**config.mk**
```make
export PLATFORM = sky130hd
export DESIGN_NAME = ges_ram
export DESIGN_NICKNAME = d
export VERILOG_FILES = /design/src/hw/rtl/ges_ram.sv
export SDC_FILE = /design/constraint.sdc
export NUM_CORES = 1
export LEC_CHECK = 0
export BUFFER_PORTS_ARGS = -buffer_cell sky130_fd_sc_hd__buf_2
export CORE_ASPECT_RATIO = 0.5
export CORE_UTILIZATION = 60
export CTS_CLUSTER_SIZE = 8
export DETAILED_ROUTE_END_ITERATION = 8
export GPL_TIMING_DRIVEN = 0
export PLACE_DENSITY = 0.78
export SLEW_MARGIN = 40
export SYNTH_ARGS = -nofsm -noshare
export SYNTH_HDL_FRONTEND = slang
export SYNTH_SLANG_ARGS = --single-unit
```
**constraint.sdc**
```tcl
create_clock -name clk -period 4.5 [get_ports clk]
set_clock_uncertainty 0.1 [all_clocks]
set_input_delay 0.225 -clock clk [delete_from_list [all_inputs] [get_ports clk]]
set_output_delay 0.225 -clock clk [all_outputs]
set_load 0.01 [all_outputs]
```
**src/hw/rtl/ges_ram.sv**
```systemverilog
// ----------------------------------------------------------------------------
// ges_ram
// Generic single write port, single read port RAM with registered read data.
// ----------------------------------------------------------------------------
module ges_ram #(
  parameter int WIDTH = 32,
  parameter int DEPTH = 16
) (
  input  logic                     clk,
  input  logic                     we,
  input  logic [$clog2(DEPTH)-1:0] waddr,
  input  logic [WIDTH-1:0]         wdata,
  input  logic                     re,
  input  logic [$clog2(DEPTH)-1:0] raddr,
  output logic [WIDTH-1:0]         rdata
);

  logic [WIDTH-1:0] mem [DEPTH];

  always_ff @(posedge clk) begin
    if (we) begin
      mem[waddr] <= wdata;
    end
    if (re) begin
      rdata <= mem[raddr];
    end
  end

endmodule

```
# --- Yosys cells after proc, flatten, opt, wreduce, memory -nomap -nowiden ---
# Memory sizes are Yosys's and may differ from the RTL's. A register that Yosys moved wholly into a read port is not among the register bits.
# Cells that the tools add are included.
totals:
  reg_bits: 0
  wordCells: 3
  latchBits: 0
  mem_bits_ro: 0
  mem_bits_rw: 512
  output_inout_bits: 32
  n_memories: 1
mem_list:
  columns: ["memory", "words", "word_bits", "read_ports", "rd_ports_with_merged_regs", "wr", "line_no", "text"]
  rows:
  - ["mem", 16, 32, 1, 1, 1, "18", "logic [WIDTH-1:0] mem [DEPTH];"]
classes:
  reduce_logical: 0
  n_bitwise: 0
  muxes: 2
  eq_ne: 0
  n_mul: 0
  div: 0
  n_lt_le_gt_ge: 0
  n_addsub: 0
  n_shift: 0
ops:
  columns: ["op", "count"]
  rows:
  - ["two-way mux 1 bit", 2]

# --- Depth between registers and ports, before layout ---
logic_depth:
  ltp_word: 2
  depth_mapped: 5
  depth_no_buf: 3

# --- Least setup slack after synthesis ---
# Ideal clock, no wire load.
synth_timing:
  path_kind: "input-to-reg"
  startpoint: "input port waddr[2]"
  endpoint: "memory mem[0][0] (enable)"
  t_arrival_ps: 2943
  required_ps: 3939
  setup_time_ps: 461
  slack_ps: 995
  path_stages: 2
  cell_sequence: "or3b_2 -> nor3_1"
synth_rtl:
  columns: ["element", "line_no", "text"]
  rows:
  - ["start: declaration", "11", "input logic [$clog2(DEPTH)-1:0] waddr,"]
  - ["end: declaration", "18", null]
# No word-level cell before the write port.

# --- Worst setup path after layout ---
layout_timing:
  startpoint: "input port waddr[2]"
  endpoint: "memory mem[8][21] (enable)"
# No word-level cell before the write port.

==> flow_summary.yaml <==
critical_path:
  r2r-start: "mem[10][13]"
  rrSetupSlack_ps: 2800
  startpoint: "waddr[2]"
  startpoint_type: "input pin"
  crit_chain: "buf_2, nand3b_1, nor3_2, buf_2, buf_2, buf_2"
  cpPeakStageDelay_ps: 580
  cp_max_fo: 6
  crit_type: "input pin to register"
  crit_top_cell: "buf_2"
  crit_path_end_kind: "register"
  crit_slowest_cell: "nor3_2"
  arrival_ps: 2250
  required_ps: 4670
timing:
  max_freq_ghz: 0.4796
  max_slew.worst_pin.slew_ps: 913.0
  fin_ws_ps: 2415
  period_share: 0.4634
  setup_viol: 0
  rsz0062_at_grt: "false"
  hold_violations: 0
  slew_viol_final: 0
  finalSetupTns_ps: 0
  slew_headroom: 0.3914
  period_minus_slack_ps: 2085
grt:
  grt_usage: 0.3241
  grt_max_degree: 33
  grt_pass1_wl_um: 76980
  grt_antenna_before_repair: 0
  grt_overflow: 0
  grt_pass1_vias: 11308
detailed_routing:
  remaining_drc_errors: 0
  drt_iter0_drc: 1759
  ant_nets: 0
  drt_pass1_iterations: 7
  vias_per_cell: 7.106
  num_vias: 10780
  wl_per_cell_um: 35.31
  totalWireLength_um: 53560
placement:
  place_inst: 1401
  dpl.hpwl_um: 28260
  placed_area_um2: 21930
  gp_congestion: 0.7301
  post-place-ws_ps: 1946
  port_buffers: 72
die:
  dieHeight_um: 131.7
  coreArea_um2: 33050
  start_util: 0.6104
  fp.dieW_um: 261.3
  rows: 47
  dieArea_um2: 34410
  io_pins: 75
clocking:
  clock_latency_ps: 580
  cts_sinks: 544
  cts_root_buffer: "clkbuf_16"
  cts_tree: "built"
  clk_path_buf_depth: 3
  cts_buffers: 77
  cts-resized-gates: 0
  cts_max_level: 3
  clk_pin_slew_ps: 50
power:
  ir_worst_vdd_mv: 0.2872
  power.leakage_nw: 7.996
  cellPowerDensity_nw_per_um2: 473.3
synth:
  ys_async_sr_fraction: 0
  netlist_top_cells_count: "544 x edfxtp_1, 128 x mux4_2, 64 x a22oi_1"
  netlist_instances: 838
  yosys.cell_count.top_type: "edfxtp_1"
  ys_top_cells_by_area: "edfxtp_1 81%, mux4_2 14%, a22oi_1 2.4%"
  seq_area_frac_synth: 0.8097
  syn_avg_cell_area_um2: 24.07
  synth_top_area_frac: 0.8097
  synth_flop_cell: "edfxtp_1"
  synth_seq_cells: 544
  synth-edff-count: 544
  yosysWarnings: 0
  synth_cell_types: 17
  yosys.area.top_type: "edfxtp_1"
  synth_area_um2: 20170
  synth_nets: 881
min_path:
  hold_class: "input pin to register"
  worstHoldStart: "waddr[1]"
finish:
  nets: 1114
  final_cells: 1517
  final_area_um2: 24300
  fill_cells: 1615
  diodes: 0
  drive_gt1_frac: 0.3439
  syn2layout_area_growth_pct: 20.45
outcome:
  run_status: "completed"
job:
  maxCapViolCount: 0
metal layers:
| metal | vias to the layer above | global-route usage | share of wire |
|---|---|---|---|
| met5 | - | 0 | 0 |
| met4 | 0 | 0.1557 | 0.050 |
| met3 | 204 | 0.08256 | 0.13 |
| met2 | 1019 | 0.5065 | 0.48 |
| met1 | 5514 | 0.4330 | 0.34 |
| li1 | 4043 | - | - |
sequential cells by signal, summed over array words and instances (netlist names):
name	cells
rdata	32
mem	512
power by group:
part / switching [mW] / internal (mW)
Combinational: 0.351 / 0.235
Sequential: 0.0418 / 5.72
Clock: 2.04 / 3.11
worst paths after layout:
| check | end | depth (start not counted) |
|---|---|---|
| max reg2reg | rdata[13] | 3 |
| min reg2reg | rdata[8] | 3 |
| min | mem[0][7] | 2 |
| max | mem[8][21] | 6 |
worst max-delay path: cells and delay by family:
family                 cells  cell delay [ps]
buffers and inverters      4             1030
and+or+nand+nor            2              980
through the flow:
step / power, mW / hold WS (ps) / utilization
6_report: 11.50 / 47.54 / 0.7353
5_1_grt: 11.72 / 25.39 / 0.7353
4_1_cts: 11.50 / 18.13 / 0.7352
3_5_place_dp: 6.379 / 505.0 / 0.6636
3_3_place_gp: 6.323 / 477.9 / 0.6380
2_1_floorplan: 6.125 / 223.9 / -
area by class of cell:
| cell class | count | area, um2 | area share |
|---|---|---|---|
| Buffer | 43 | 225.2 | 0.009268 |
| Clock buffer | 80 | 2002 | 0.08238 |
| Clock inverter | 4 | 42.54 | 0.001751 |
| Multi-Input combinational cell | 251 | 3726 | 0.1533 |
| Sequential cell | 544 | 16340 | 0.6723 |
| Tap cell | 441 | 551.8 | 0.02271 |
| Timing Repair Buffer | 154 | 1416 | 0.05829 |
cells by family after synthesis:
logic type             share of synthesized area
DFF                                       0.8097
AOI/OAI and AO/OA                        0.02382
buffers and inverters                    0.01104
and+or+nand+nor                          0.01253
muxes                                     0.1429
cell usage in the layout, fill, tap and decap left out:
master,count
a22oi_1,64
and2_1,1
buf_1,8
buf_16,17
buf_2,89
buf_4,24
buf_6,2
buf_8,7
clkbuf_1,16
clkbuf_16,80
clkbuf_2,2
clkinv_8,1
dlygate4sd3_1,32
edfxtp_1,544
inv_6,3
mux4_2,128
nand2_1,33
nand2b_1,2
nand3_1,1
nand3b_1,2
nor2_1,1
nor2_4,12
nor2b_1,2
nor3_2,4
or3b_2,1
repair_timing:
item / in CTS / in global routing
setup buffers: 0 / 0
endpoints found under the hold margin: 512 / 0
hold buffers: 32 / 0
Power figures use the tool's default switching activity.
