===== config.mk =====
export PLATFORM = sky130hd
export DESIGN_NAME = ges_fpu
export DESIGN_NICKNAME = d
export VERILOG_FILES = /design/src/hw/rtl/ges_pkg.sv /design/src/hw/rtl/ges_fpu.sv
export SDC_FILE = /design/constraint.sdc
export NUM_CORES = 2
export LEC_CHECK = 0
export BUFFER_PORTS_ARGS = -buffer_cell sky130_fd_sc_hd__buf_2
export CORE_UTILIZATION = 41
export CTS_CLUSTER_SIZE = 10
export DETAILED_ROUTE_END_ITERATION = 16
export GPL_TIMING_DRIVEN = 0
export PLACE_DENSITY = 0.55
export SLEW_MARGIN = 5
export SYNTH_ARGS = -nofsm -noshare
export SYNTH_HDL_FRONTEND = slang
export SYNTH_SLANG_ARGS = --single-unit

===== constraint.sdc =====
create_clock -name clk -period 19 [get_ports clk]
set_clock_uncertainty 0.15 [all_clocks]
set_input_delay 1.9 -clock clk [delete_from_list [all_inputs] [get_ports clk]]
set_output_delay 1.9 -clock clk [all_outputs]
set_load 0.02 [all_outputs]

===== src/hw/rtl/ges_pkg.sv =====
// ----------------------------------------------------------------------------
// ges_pkg
// Shared types and constants of the Gaussian elimination solver: command and
// result words, controller and float unit states, float unit request/response.
// ----------------------------------------------------------------------------
package ges_pkg;

  localparam int MAX_SIZE_DEF = 16;
  localparam int SIZE_W       = 5;
  localparam logic [SIZE_W-1:0] SIZE_RESET = 5'd16;

  localparam logic [1:0] OP_LOAD_MATRIX = 2'd0;
  localparam logic [1:0] OP_LOAD_RHS    = 2'd1;
  localparam logic [1:0] OP_SOLVE       = 2'd2;

  localparam logic [31:0] FP_DEFAULT_NAN = 32'hFFC0_0000;

  typedef struct packed {
    logic [1:0]  opcode;
    logic [3:0]  row_index;
    logic [3:0]  col_index;
    logic [31:0] element_value;
  } cmd_t;

  typedef struct packed {
    logic [3:0]  solution_index;
    logic [31:0] solution_value;
    logic        last;
  } res_t;

  typedef enum logic [1:0] {
    FOP_SUB,
    FOP_MUL,
    FOP_DIV
  } fop_t;

  typedef struct packed {
    logic        start;
    fop_t        op;
    logic [31:0] a;
    logic [31:0] b;
  } fpu_req_t;

  typedef struct packed {
    logic        done;
    logic [31:0] result;
  } fpu_rsp_t;

  typedef enum logic [2:0] {
    FS_IDLE,
    FS_NORM,
    FS_EXEC,
    FS_ALIGN,
    FS_DIVL,
    FS_POST,
    FS_ROUND,
    FS_DONE
  } fpu_state_t;

  typedef enum logic [4:0] {
    CS_IDLE,
    CS_FC0,
    CS_FC1,
    CS_FC2,
    CS_FC3,
    CS_FB0,
    CS_FB1,
    CS_FB2,
    CS_FB3,
    CS_FB4,
    CS_FK0,
    CS_FK1,
    CS_FK2,
    CS_FK3,
    CS_FK4,
    CS_B0,
    CS_B1,
    CS_B2,
    CS_BJ0,
    CS_BJ1,
    CS_BJ2,
    CS_BJ3,
    CS_BJ4,
    CS_BJ5,
    CS_BJ6,
    CS_BW,
    CS_O0,
    CS_O1
  } ctl_state_t;

endpackage


===== src/hw/rtl/ges_fpu.sv =====
// ----------------------------------------------------------------------------
// ges_fpu
// Multi-cycle binary32 subtract, multiply and divide unit, round to nearest
// even, with subnormals, one normalization bit and one quotient bit a cycle.
// ----------------------------------------------------------------------------
module ges_fpu (
  input  logic              clk,
  input  logic              rst,
  input  ges_pkg::fpu_req_t req,
  output ges_pkg::fpu_rsp_t rsp
);

  ges_pkg::fpu_state_t state, state_next;
  ges_pkg::fop_t       op;

  logic               sa, sb, sr, sticky, sub;
  logic signed [10:0] ea, eb, e;
  logic [23:0]        ma, mb;
  logic [27:0]        m;
  logic [24:0]        rem;
  logic [25:0]        q;
  logic [4:0]         cnt;
  logic [31:0]        res;

  // operand decode
  logic [31:0] b_eff;
  logic        a_nan, b_nan, a_inf, b_inf, a_zero, b_zero, sx;
  logic        spec_hit;
  logic [31:0] spec_val;

  always_comb begin
    b_eff  = (req.op == ges_pkg::FOP_SUB) ? {~req.b[31], req.b[30:0]} : req.b;
    a_nan  = (req.a[30:23] == 8'hFF) && (req.a[22:0] != 23'd0);
    b_nan  = (req.b[30:23] == 8'hFF) && (req.b[22:0] != 23'd0);
    a_inf  = (req.a[30:23] == 8'hFF) && (req.a[22:0] == 23'd0);
    b_inf  = (req.b[30:23] == 8'hFF) && (req.b[22:0] == 23'd0);
    a_zero = (req.a[30:0] == 31'd0);
    b_zero = (req.b[30:0] == 31'd0);
    sx     = req.a[31] ^ req.b[31];
    spec_hit = 1'b1;
    spec_val = 32'd0;
    if (a_nan) begin
      spec_val = {req.a[31], 8'hFF, 1'b1, req.a[21:0]};
    end else if (b_nan) begin
      spec_val = {req.b[31], 8'hFF, 1'b1, req.b[21:0]};
    end else begin
      unique case (req.op)
        ges_pkg::FOP_SUB: begin
          if (a_inf && b_inf) begin
            spec_val = (req.a[31] != b_eff[31]) ? ges_pkg::FP_DEFAULT_NAN
                                                : {req.a[31], 8'hFF, 23'd0};
          end else if (a_inf) begin
            spec_val = {req.a[31], 8'hFF, 23'd0};
          end else if (b_inf) begin
            spec_val = {b_eff[31], 8'hFF, 23'd0};
          end else if (a_zero && b_zero) begin
            spec_val = {req.a[31] & b_eff[31], 31'd0};
          end else if (a_zero) begin
            spec_val = b_eff;
          end else if (b_zero) begin
            spec_val = req.a;
          end else begin
            spec_hit = 1'b0;
          end
        end
        ges_pkg::FOP_MUL: begin
          if ((a_inf && b_zero) || (a_zero && b_inf)) begin
            spec_val = ges_pkg::FP_DEFAULT_NAN;
          end else if (a_inf || b_inf) begin
            spec_val = {sx, 8'hFF, 23'd0};
          end else if (a_zero || b_zero) begin
            spec_val = {sx, 31'd0};
          end else begin
            spec_hit = 1'b0;
          end
        end
        ges_pkg::FOP_DIV: begin
          if ((a_inf && b_inf) || (a_zero && b_zero)) begin
            spec_val = ges_pkg::FP_DEFAULT_NAN;
          end else if (a_inf || b_zero) begin
            spec_val = {sx, 8'hFF, 23'd0};
          end else if (b_inf || a_zero) begin
            spec_val = {sx, 31'd0};
          end else begin
            spec_hit = 1'b0;
          end
        end
        default: begin
          spec_hit = 1'b0;
        end
      endcase
    end
  end

  // add path
  logic               a_big;
  logic signed [10:0] d;
  logic [4:0]         dd;
  logic [27:0]        big_m, small_m, small_sh, small_al, sum;
  logic               lost;

  always_comb begin
    a_big    = (ea > eb) || ((ea == eb) && (ma >= mb));
    d        = ea - eb;
    dd       = (d > 11'sd27) ? 5'd28 : d[4:0];
    big_m    = {1'b0, ma, 3'b000};
    small_m  = {1'b0, mb, 3'b000};
    small_sh = small_m >> dd;
    lost     = |(small_m & ~(28'hFFF_FFFF << dd));
    small_al = {small_sh[27:1], small_sh[0] | lost};
    sum      = sub ? (big_m - small_al) : (big_m + small_al);
  end

  // multiply, divide step, rounding
  logic [47:0]        prod;
  logic               qbit;
  logic [24:0]        rem_n;
  logic               rnd_up;
  logic [24:0]        mr;
  logic signed [10:0] expf;

  always_comb begin
    prod   = ma * mb;
    qbit   = (rem >= {1'b0, mb});
    rem_n  = qbit ? (rem - {1'b0, mb}) : rem;
    rnd_up = m[2] & (m[1] | m[0] | sticky | m[3]);
    mr     = {1'b0, m[26:3]} + {24'd0, rnd_up};
    if (mr[24]) begin
      expf = e + 11'sd1;
    end else if (mr[23]) begin
      expf = e;
    end else begin
      expf = 11'sd0;
    end
  end

  always_comb begin
    state_next = state;
    unique case (state)
      ges_pkg::FS_IDLE:  if (req.start) state_next = spec_hit ? ges_pkg::FS_DONE
                                                              : ges_pkg::FS_NORM;
      ges_pkg::FS_NORM:  if (ma[23] && mb[23]) state_next = ges_pkg::FS_EXEC;
      ges_pkg::FS_EXEC: begin
        unique case (op)
          ges_pkg::FOP_MUL: state_next = ges_pkg::FS_POST;
          ges_pkg::FOP_DIV: state_next = ges_pkg::FS_DIVL;
          default:          state_next = ges_pkg::FS_ALIGN;
        endcase
      end
      ges_pkg::FS_ALIGN: state_next = (sum == 28'd0) ? ges_pkg::FS_DONE : ges_pkg::FS_POST;
      ges_pkg::FS_DIVL:  if (cnt == 5'd26) state_next = ges_pkg::FS_POST;
      ges_pkg::FS_POST: begin
        if (!m[27] && !(!m[26] && (e > 11'sd1)) && !(e < 11'sd1)) begin
          state_next = ges_pkg::FS_ROUND;
        end
      end
      ges_pkg::FS_ROUND: state_next = ges_pkg::FS_DONE;
      ges_pkg::FS_DONE:  state_next = ges_pkg::FS_IDLE;
      default:           state_next = ges_pkg::FS_IDLE;
    endcase
  end

  always_comb begin
    rsp.done   = (state == ges_pkg::FS_DONE);
    rsp.result = res;
  end

  always_ff @(posedge clk) begin
    if (rst) begin
      state <= ges_pkg::FS_IDLE;
    end else begin
      state <= state_next;
    end
  end

  always_ff @(posedge clk) begin
    unique case (state)
      ges_pkg::FS_IDLE: begin
        op  <= req.op;
        res <= spec_val;
        sa  <= req.a[31];
        sb  <= b_eff[31];
        ea  <= (req.a[30:23] == 8'd0) ? 11'sd1 : $signed({3'b000, req.a[30:23]});
        eb  <= (req.b[30:23] == 8'd0) ? 11'sd1 : $signed({3'b000, req.b[30:23]});
        ma  <= {req.a[30:23] != 8'd0, req.a[22:0]};
        mb  <= {req.b[30:23] != 8'd0, req.b[22:0]};
      end
      ges_pkg::FS_NORM: begin
        if (!ma[23]) begin
          ma <= {ma[22:0], 1'b0};
          ea <= ea - 11'sd1;
        end else if (!mb[23]) begin
          mb <= {mb[22:0], 1'b0};
          eb <= eb - 11'sd1;
        end
      end
      ges_pkg::FS_EXEC: begin
        sr  <= sa ^ sb;
        sub <= sa ^ sb;
        unique case (op)
          ges_pkg::FOP_MUL: begin
            m      <= prod[47:20];
            sticky <= |prod[19:0];
            e      <= ea + eb - 11'sd127;
          end
          ges_pkg::FOP_DIV: begin
            sticky <= 1'b0;
            rem    <= {1'b0, ma};
            q      <= '0;
            cnt    <= 5'd0;
            e      <= ea - eb + 11'sd127;
          end
          default: begin
            sticky <= 1'b0;
            if (!a_big) begin
              ma <= mb;
              mb <= ma;
              ea <= eb;
              eb <= ea;
              sa <= sb;
              sb <= sa;
            end
          end
        endcase
      end
      ges_pkg::FS_ALIGN: begin
        m   <= sum;
        e   <= ea;
        sr  <= sa;
        res <= 32'd0;
      end
      ges_pkg::FS_DIVL: begin
        rem <= {rem_n[23:0], 1'b0};
        q   <= {q[24:0], qbit};
        cnt <= cnt + 5'd1;
        if (cnt == 5'd26) begin
          m      <= {1'b0, q, qbit};
          sticky <= (rem_n != 25'd0);
        end
      end
      ges_pkg::FS_POST: begin
        if (m[27]) begin
          m      <= {1'b0, m[27:1]};
          sticky <= sticky | m[0];
          e      <= e + 11'sd1;
        end else if (!m[26] && (e > 11'sd1)) begin
          m <= {m[26:0], 1'b0};
          e <= e - 11'sd1;
        end else if (e < -11'sd27) begin
          m      <= 28'd0;
          sticky <= sticky | (|m);
          e      <= 11'sd1;
        end else if (e < 11'sd1) begin
          m      <= {1'b0, m[27:1]};
          sticky <= sticky | m[0];
          e      <= e + 11'sd1;
        end
      end
      ges_pkg::FS_ROUND: begin
        if (expf >= 11'sd255) begin
          res <= {sr, 8'hFF, 23'd0};
        end else begin
          res <= {sr, expf[7:0], mr[24] ? 23'd0 : mr[22:0]};
        end
      end
      default: begin
      end
    endcase
  end

endmodule


---- Word-level counts from Yosys, hierarchy flattened ----
Cells that the tools add are included.
operators by class
  add/subtract/negate cells ............... 13
  $mul .................................... 1
  magnitude comparators ................... 8
  equality and inequality tests ........... 31
  shifts and indexed selects .............. 2
  muxes and demuxes ....................... 101
  bitwise logic cells ..................... 13
  reduce and logical (&&, ||, !) cells .... 61
operators by type and width
  kind                                                number
  two-way mux 32 bit                                  16
  case mux 32 bit (3 select lines)                    2
  two-way mux 24 bit                                  7
  case mux 24 bit (3 select lines)                    2
  two-way mux 11 bit                                  13
  two-way mux 28 bit                                  5
  case mux 28 bit (4 select lines)                    1
  case mux 11 bit (3 select lines)                    3
  zero test 31 bit                                    2
  OR reduction 28 bit                                 2
  two-way mux 27 bit                                  2
  case mux 26 bit (2 select lines)                    1
  two-way mux 25 bit                                  2
  case mux 25 bit (2 select lines)                    1
  multiplier 24 x 24 -> 48 bit                        1
  zero test 23 bit                                    2
  nonzero test 23 bit                                 2
  subtractor 11 x 2 -> 11 bit, second input constant  3
  two-way mux 31 bit                                  1
  adder 27 x 28 -> 28 bit                             1
  bitwise AND 27 x 28 -> 28 bit                       1
  zero test 28 bit                                    1
  inverter 28 bit                                     1
  left shift 28 x 5 -> 28 bit, first input constant   1
  65 further kinds                                    157
storage, ports and cells
  bits in registers ....................... 207
  bits of input ports ..................... 69
  output and inout bits ................... 33
  word-level logic and storage cells ...... 250

---- Logic depth before layout (Yosys ltp) ----
  depth in word-level cells ............... 13
  depth in mapped cells ................... 40
  gate-level depth less buffers ........... 36

---- Worst setup path before layout ----
Ideal clock, no wire load.
  path kind ............................... register to register
  start point ............................. register mb[3]
  end point ............................... register m[26], data pin
  setup time .............................. 0.259 ns
  data arrival time ....................... 8.045 ns
  required time ........................... 18.591 ns
  path slack .............................. 10.546 ns
  cell stages (with the launch flop) ...... 33
  buffers on the path ..................... 2
  clock period less this slack ............ 8.454 ns
  cells stage by stage .................... edfxtp_1 clkbuf_1 buf_1 nand2_1 fa_1 inv_1 fa_1 fa_1 inv_1 fa_1 inv_1 fa_1 inv_1 fa_1 inv_1 fa_1 ha_1 a21oi_1 nand2b_1 or4_1 a21oi_1 nor2_1 a21boi_0 a2111oi_0 nor3_1 o31ai_1 o41ai_1 o21ai_0 o2111ai_1 nand2_1 xnor2_1 nor2_1 a211o_1
on the way
  word-level cells in the longest chain between the ends .. 6
  elaborated cells between the ends (all ways) .. 10
  classes of those cells .................. add/sub: 2; mul: 1; shift: 1; mux: 3; bitwise: 2; reduce/logical: 1
RTL lines
  element                                                                               line            source
  start: declaration                                                                    ges_fpu.sv:18   logic [23:0] ma, mb;
  start signal: assignment                                                              ges_fpu.sv:186  mb <= {req.b[30:23] != 8'd0, req.b[22:0]};
  start signal: assignment                                                              ges_fpu.sv:193  mb <= {mb[22:0], 1'b0};
  start signal: assignment                                                              ges_fpu.sv:217  mb <= ma;
  parallel branches: the longest is 5 deep, another holds multiplier 24 x 24 -> 48 bit  -
  case mux 28 bit (4 select lines) (*)                                                  ges_fpu.sv:177  unique case (state)
  end signal: assignment                                                                ges_fpu.sv:202  m <= prod[47:20];
  end signal: assignment                                                                ges_fpu.sv:227  m <= sum;
  end signal: assignment                                                                ges_fpu.sv:237  m <= {1'b0, q, qbit};
  end: declaration                                                                      ges_fpu.sv:19   logic [27:0] m;
Mark *: on every way between the ends. The select of a mux whose other input is x is not followed.
A chain may end at the register's enable or synchronous reset.

---- Worst setup path in the final report ----
  start point ............................. register ma[13]
  end point ............................... register m[26], data pin
on the way
  word-level cells in the longest chain between the ends .. 3
  elaborated cells between the ends (all ways) .. 6
  classes of those cells .................. add/sub: 2; mul: 1; mux: 3
RTL lines
  element                                               line                            source
  start: declaration                                    ges_fpu.sv:18
  start signal: assignment                              ges_fpu.sv:185                  ma <= {req.a[30:23] != 8'd0, req.a[22:0]};
  start signal: assignment                              ges_fpu.sv:190                  ma <= {ma[22:0], 1'b0};
  start signal: assignment                              ges_fpu.sv:216                  ma <= mb;
  multiplier 24 x 24 -> 48 bit (tied with other cells)  ges_fpu.sv:123                  prod = ma * mb;
  two-way mux 28 bit, on equally long branches          ges_fpu.sv:200, ges_fpu.sv:111
  case mux 28 bit (4 select lines) (*)                  ges_fpu.sv:177
Every way passes the cells marked *; elsewhere a longest branch is shown, timed or not. The select of a mux whose other input is x is not followed.

==> results.toml <==
[yosys]
synthAdderAreaFrac_pct = 36.2
avgSynthCellArea_um2 = 8.51
syn_inst = 4533
synth_area_leader_cell = "fa_1"
synth_top_family_by_area = "adder cells"
yosys.area_share.xor_xnor_pct = 3.74
async_reset_ff_share_pct = 0
yosysWarnings = 0
synth_compound_area_share_pct = 15.6
synthTopCellsByArea = "fa_1 25%, edfxtp_1 16%, ha_1 11%"
synthMuxAreaShare_pct = 1.24
ys_seq_area_share_pct = 16.0
synth_cell_types = 101
synth_edf_count = 204
syn-cell-area_mm2 = 0.0386
syn_nets = 5427
yosys.area_share.simple_pct = 18.2
ys.flop_type = "edfxtp_1"
synth_top_area_share_pct = 25.2
ys_seq_elements = 207

[drt]
final_antenna_net_count = 0
dr.pass1.iters = 8
wl_per_cell_um = 27.5
drt_iter0_markers = 4096
routed-via-count = 35300
via_per_inst = 5.94
drc = 0
drt-total-wl_mm = 163

[clock_network]
clk_latency_ns = 0.60
root_buffer = "clkbuf_16"
clkTransAtPathRegs_ns = 0.06
postCtsResizedCells = 0
numCtsBuffers = 26
post_cts_buffers = 0
hold_buffers = 0
h-tree-depth = 1
cts_tree = "yes"
cts_sinks = 207
clockBufferDepth = 3

[sta]
worst_pin_slew_ns = 1.36
final.setup.tns_ns = 0
finalCritPeriodShare_pct = 60.2
min_period_ns = 11.44
drv_slew = 0
holdWs_ns = 0.388
rsz0062_at_grt = "no"
finalWorstSetupSlack_ns = 7.56
slew_headroom_pct = 9.06
setup_viol = 0
hold_viol_final = 0
fmax_mhz = 87.4

[floorplanning]
start_util_pct = 41.4
pin_count = 102
die_h_um = 309
rows = 112
core-area_mm2 = 0.0932
dieWidth_um = 309
die-area_mm2 = 0.0953

[run]
maxCapViolations = 0

[critical_path]
r2r_cells = 32
worst-endpoint-required_ns = 19.18
path_depth = 32
cp_data_arrival_time_ns = 11.62
path_buf_inv = 7
path_delay_family = "adder cells"
slowest_stage = "clkbuf_1"
slowest_delay_ns = 1.05
path_max_fanout = 12
crit_top_cell = "fa_1"
startpoint_type = "register"
worst_setup_path_end_kind = "register"
criticalPathCategory = "reg -> reg"

[global_routing]
grt_max_degree = 32
antenna_found_initial = 6
grt_first_pass_wirelength_mm = 239
grt_pass1_vias = 34500
grt.total_usage_pct = 34.5
grt_overflow_total = 0

[finish]
area_growth_pct = 7.88
final_util_pct = 44.6
layout-drive-gt1-share_pct = 4.42
final_nets = 5564
fillers = 9348

[hold_path]
hp-class = "reg -> reg"
whs_path_depth = 1

[place]
placement.io_buffers = 101
hpwl_mm = 132
post-place-ws_ns = 7.81
gp_routability_congestion = 1.03

[status]
outcome = "finished clean"
-- path summary, 6_finish.rpt --
check / from / end / slack [ns]
hold / removal: q[18] / q[19] / 0.39
setup reg to reg: ma[13] / m[26] / 7.56
hold reg to reg: q[18] / q[19] / 0.39
setup / recovery: ma[13] / m[26] / 7.56
-- metal layers --
metal,vias to the layer above,global-route usage [%],routed length (um)
met2,1867,51.4,69000
met3,334,8.12,17000
met4,8,12.9,7060
met1,17600,48.3,70400
li1,15500,-,-
met5,-,0,57
-- registers in the layout, summed over array words and instances (netlist names) --
name and flops:
ma 24, op 2, state 3, rem 25
sr 1, cnt 5, mb 24, eb 11
sub 1, e 11, q 26, m 28
sa 1, sticky 1, sb 1, ea 11
res 32
-- synth_stat cells (all sizes together), types with 61 or more instances --
cell type  number
a22oi          81
fa            486
and2          195
edfxtp        204
nor3           73
xnor2          94
xor2           69
ha            339
nand2         621
o21ai         184
a21oi         199
inv           644
nor2          282
clkbuf        210
nand3          61
-- placed cells by master (no fill, tap or decap), types with 29 or more instances in the layout --
master	instances
nor3_1	71
xnor2_1	92
o22ai_1	59
a21o_1	58
nand2_1	620
fa_1	486
o211ai_1	29
inv_1	644
nand3_1	60
nor2b_1	31
and2_1	194
xor2_1	69
nand2b_1	41
and3_1	32
ha_1	339
buf_1	38
a21oi_1	198
edfxtp_1	204
mux2i_1	40
buf_2	109
nor4_1	49
o21ai_0	180
clkbuf_1	222
nor2_1	279
a22oi_1	81
-- cell families (layout without fill, tap and decap cells) --
group | after synthesis | count (layout)
compound gates | 894 | 894
xor+xnor | 163 | 163
fa+ha+maj | 825 | 825
buf+inv | 910 | 1063
flops | 207 | 207
mux | 46 | 46
other cells | 0 | 3
simple gates | 1488 | 1488
-- worst register-to-register path: cells and delay by family (launching register included) --
family                   cells  cell delay [ns]
AND/OR/NAND/NOR              7             1.37
XOR/XNOR                     1             0.14
AO/OA/AOI/OAI                9             2.94
flip-flops                   1             1.04
adder cells (fa/ha/maj)      8             3.87
buffers and inverters        7             1.66
-- stage by stage --
step,cell area [um^2],cells
after CTS,41600,5940
after floorplan,38600,4533
after global routing,41600,5940
after global placement,40600,5888
after detailed placement,40800,5896
final,41600,5943
-- layout make-up --
cell class	count	area, um^2	share of cell area [%]
multi-input cells	3416	29000	69.6
flip-flops and latches	207	6190	14.9
repair buffers	109	623	1.50
clock inverters	4	73.8	0.177
inverters	649	2440	5.86
diodes	3	7.51	0.0180
well taps	1254	1570	3.77
plain buffers	261	1020	2.46
clock buffers	40	723	1.74
Power is not shown: default switching activity piles up to over one toggle a cycle in this logic, so the estimate is an artifact.
